### config.mk
export PLATFORM = sky130hd
export DESIGN_NAME = kli_ram
export DESIGN_NICKNAME = d
export VERILOG_FILES = /design/src/rtl/kli_ram.sv
export SDC_FILE = /design/constraint.sdc
export NUM_CORES = 2
export LEC_CHECK = 0
export BUFFER_PORTS_ARGS = -buffer_cell sky130_fd_sc_hd__buf_2
export CAP_MARGIN = 20
export CELL_PAD_IN_SITES_DETAIL_PLACEMENT = 1
export CELL_PAD_IN_SITES_GLOBAL_PLACEMENT = 2
export CORE_UTILIZATION = 40
export DETAILED_ROUTE_END_ITERATION = 6
export GPL_ROUTABILITY_DRIVEN = 0
export GPL_TIMING_DRIVEN = 0
export PLACE_DENSITY_LB_ADDON = 0.3
export SLEW_MARGIN = 5
export SYNTH_ARGS = -nofsm -noshare
export SYNTH_HDL_FRONTEND = slang
export SYNTH_SLANG_ARGS = --single-unit
### constraint.sdc
create_clock -name clk -period 3.6 [get_ports clk]
set_input_delay 0.36 -clock clk [delete_from_list [all_inputs] [get_ports clk]]
set_output_delay 0.36 -clock clk [all_outputs]
set_load 0.005 [all_outputs]
### src/rtl/kli_ram.sv
// Generic single-port-write, single-port-read RAM with registered read data.
// No dependencies.
`timescale 1ns / 1ps
module kli_ram #(
  parameter int WIDTH = 32,
  parameter int DEPTH = 117
) (
  input  logic                     clk,
  input  logic                     we,
  input  logic [$clog2(DEPTH)-1:0] waddr,
  input  logic [WIDTH-1:0]         wdata,
  input  logic [$clog2(DEPTH)-1:0] raddr,
  output logic [WIDTH-1:0]         rdata
);

  logic [WIDTH-1:0] mem [DEPTH];

  always_ff @(posedge clk) begin
    if (we) begin
      mem[waddr] <= wdata;
    end
    rdata <= mem[raddr];
  end

endmodule

==> impl_results.md <==
- Run status: complete, but fails checks
- Violated checks: DRC, setup timing
- Mapped Area: 144200 sq um
- Reg2Reg Depth: 6
- Initial Util: 40.19%
- Required time of the critical path: 4.42 ns
- Largest net degree at the start of global routing: 105
- Initial antenna violation count: 70
- Max-Cap Viols: 0
- Clock skew: 0.05471 ns
- Worst reg2reg endpoint: rdata[1]
- Sequence of cells on the critical path: buf_2 -> buf_4 -> clkinv_1 -> nand2_1 -> nor2_1 -> a32oi_2 -> o211ai_1 -> a211oi_2
- Hold Vio Cnt, Final: 0
- Min Tclk post-route: 3.993 ns
- Worst-path clk slew: 0.07 ns
- H-tree depth: 5
- CTS tree: yes
- CTS buffer count: 394
- Number of flops mapped to enable cells by yosys: 3744
- Delay-heaviest family, CP: simple AND/OR/NAND/NOR gates
- Critical Path Max Stage Delay: 1.27 ns
- Postcts setup bufs: 0
- Synth Instances: 6151
- DR pass1 iterations: 7
- Clk buf depth: 4
- Worst path slowest cell: nand2_1
- Vias in the first global route: 77958
- Share of cells above drive strength 1: 33.42%
- Routed len/inst: 50.56 um
- Detailed Place HPWL: 424700 um
- Final worst-path cycle share: 110.9%
- Sequential element share of the synthesized area: 78.39%
- # nets final: 7070
- Critical path peak fanout: 10
- Total power: 96.24 mW
- Worst Hold Path EP: mem[79][12]
- Net count after synthesis: 6199
- Rows: 220
- Post-Route Setup TNS: -4.157 ns
- Clock Root Buffer: clkbuf_16
- Synth top area share: 77.94%
- Clk Latency, worst-skew pair: 1.02 ns
- Detailed Route Iter0 Violations: 16323
- Distinct cells, synth: 61
- Gr ovfl total: 0
- Die width: 602.5 um
- Max-slew headroom: 7.295%
- Most common cell after layout, fill and taps aside: edfxtp_1
- Final setup margin: -0.3928 ns
- Core Footprint: 358900 sq um
- Avg Inst Size Synth: 23.45 sq um
- Vias: 82087
- Reg2Reg Setup Slack: 0.47 ns
- Final Max Tran Viols: 0
- P&R area growth vs syn: 19.86%
- Die Y: 602.5 um
- Global-route wire length before repair: 782700 um
- Port bufs: 75
- Hold Crit Depth: 3
- DRC: 3
- Hold path start: waddr[1]
- Sequential power share: 50.5%
- Critical Path Start Type: input port
- Net Sw Frac: 23.32%
- WL final: 614700 um
- Min Hold Slack: 0.1804 ns
- Leading area contributor after synthesis: edfxtp_1
- Drt via density: 6.752
- CTS sink count: 3776
- Peak Freq: 250.5 MHz
- Asr flop ratio synth: 0%
- Most frequent cells in the layout: 3744 x edfxtp_1, 988 x mux4_2, 402 x clkbuf_16, 183 x mux2i_1, 182 x buf_12
- Final setup violation count: 24
- Ys flop type: edfxtp_1
- Pint: 73.79 mW
- Ys Warns: 0
- Worst reg2reg startpoint: mem[20][1]
- Area of the die: 363000 sq um
- PwrDens: 556.6 nW/um^2
- CP Capture Type: register
- Post-route ant nets: 0
- Clock group share of total power: 42.9%
- Lkg Pwr: 54.21 nW
- Crit Path Category: input port to register
- Top Ports: 80
- Worst Path Buf+Inv: 3
- Max VDD drop: 0.0004179 V
- CP Data Arrival Time: 4.82 ns
- Yosys reg bits: 3776
- Comb pwr share: 6.6%
- Hold Path Class: input port to register
- P_sw: 22.44 mW
- Slew @ Worst Pin: 1.391 ns
- Synth area leaders: edfxtp_1 78%, mux4_2 15%, mux2i_1 1.3%, nor2_1 0.45%, dfxtp_1 0.44%
- Gr usage total: 33.39%
## cell type report
cell class / instances / area, sq um
fill: 31750 / 186100
timing repair buffer: 477 / 8444
inverter: 6 / 22.52
buffer: 326 / 2232
clock inverter: 240 / 2321
tap: 4773 / 5972
clock buffer: 486 / 10440
multi-input combinational: 2041 / 30320
antenna: 32 / 80.08
sequential: 3776 / 113100
## per-stage QoR
step | instance area, sq um | instances | utilization [%] | setup slack, ns
CTS | 172700 | 12122 | 48.12 | 0.01254
floorplan | 144200 | 6151 | - | 0.1100
global placement | 150600 | 10999 | 41.95 | -5.692
global route | 172800 | 12131 | 48.15 | -0.0003029
detailed placement | 159400 | 11366 | 44.41 | -2.403
finish | 172900 | 12157 | 48.17 | -0.3928
## repair_timing
item,4_1_cts,5_1_grt
pin swaps,0,0
hold endpoints to repair,1196,0
setup endpoints to repair,31,7
gates resized for setup,71,12
hold buffers,32,0
## layer usage
layer | share of wire, % | GRT usage [%] | wire [um] | up-vias
li1 | - | - | - | 28277
met1 | 34 | 42.27 | 209500 | 44340
met2 | 43 | 48.65 | 265200 | 7662
met3 | 14 | 11.33 | 88330 | 1778
met4 | 8.4 | 22.89 | 51520 | 30
met5 | 0.032 | 0.02643 | 195 | -
## worst max-delay path by stage
stage	startpoint	end	slack, ns	depth (start not counted)
after floorplan	waddr[6]	mem[72][0]	0.11	3
final	raddr[6]	rdata[7]	-0.39	8
after CTS	raddr[1]	rdata[21]	0.01	8
after detailed placement	raddr[2]	rdata[21]	-2.40	8
after global placement	waddr[6]	mem[74][3]	-5.69	4
after global routing	raddr[1]	rdata[23]	-0.0003	10
## sequential cells by signal (all words and copies together), names as in the netlist
name,count
mem,3744
rdata,32
## power groups by stage
stage / Clock [mW] / Combinational (mW) / Sequential (mW)
global route: 42.6 / 6.28 / 48.6
finish: 41.3 / 6.39 / 48.6
floorplan: 0 / 2.38 / 49.5
CTS: 41.2 / 6.13 / 48.6
global placement: 0 / 5.55 / 49.6
detailed placement: 0 / 6.04 / 49.5
## synth_stat cells (8+ instances only)
| cell | instances |
|---|---|
| edfxtp_1 | 3744 |
| mux4_2 | 988 |
| mux2i_1 | 183 |
| nor2_1 | 174 |
| nand2_1 | 164 |
| clkbuf_1 | 98 |
| buf_2 | 95 |
| o22ai_1 | 72 |
| buf_6 | 48 |
| buf_4 | 45 |
| a21oi_1 | 44 |
| a211oi_1 | 36 |
| dfxtp_1 | 32 |
| o21ai_0 | 32 |
| mux2_2 | 30 |
| nor3_1 | 30 |
| buf_1 | 29 |
| nand3_1 | 29 |
| o221ai_1 | 29 |
| a22oi_1 | 23 |
| nor2b_1 | 23 |
| o211ai_1 | 18 |
| a2111oi_0 | 17 |
| a31oi_1 | 15 |
| and2_1 | 15 |
| and3_1 | 13 |
| nor4_1 | 13 |
| a221oi_1 | 11 |
| nand4_1 | 11 |
| buf_8 | 8 |
## worst min-delay path, delay by kind of cell
family / cells / cell delay (ns)
buffers and inverters: 1 / 0.15
AND/OR/NAND/NOR: 2 / 0.48
## cells by family (layout without fill, tap and decap cells)
| logic type | count (synthesis) | in the layout | synth area share (%) |
|---|---|---|---|
| flops | 3776 | 3776 | 78.39 |
| mux | 1205 | 1205 | 17.00 |
| simple gates | 489 | 489 | 1.487 |
| other cells | 0 | 32 | 0 |
| compound gates | 347 | 347 | 1.685 |
| buf+inv | 334 | 1535 | 1.437 |
No activity file was read; power rests on OpenSTA's default activity.
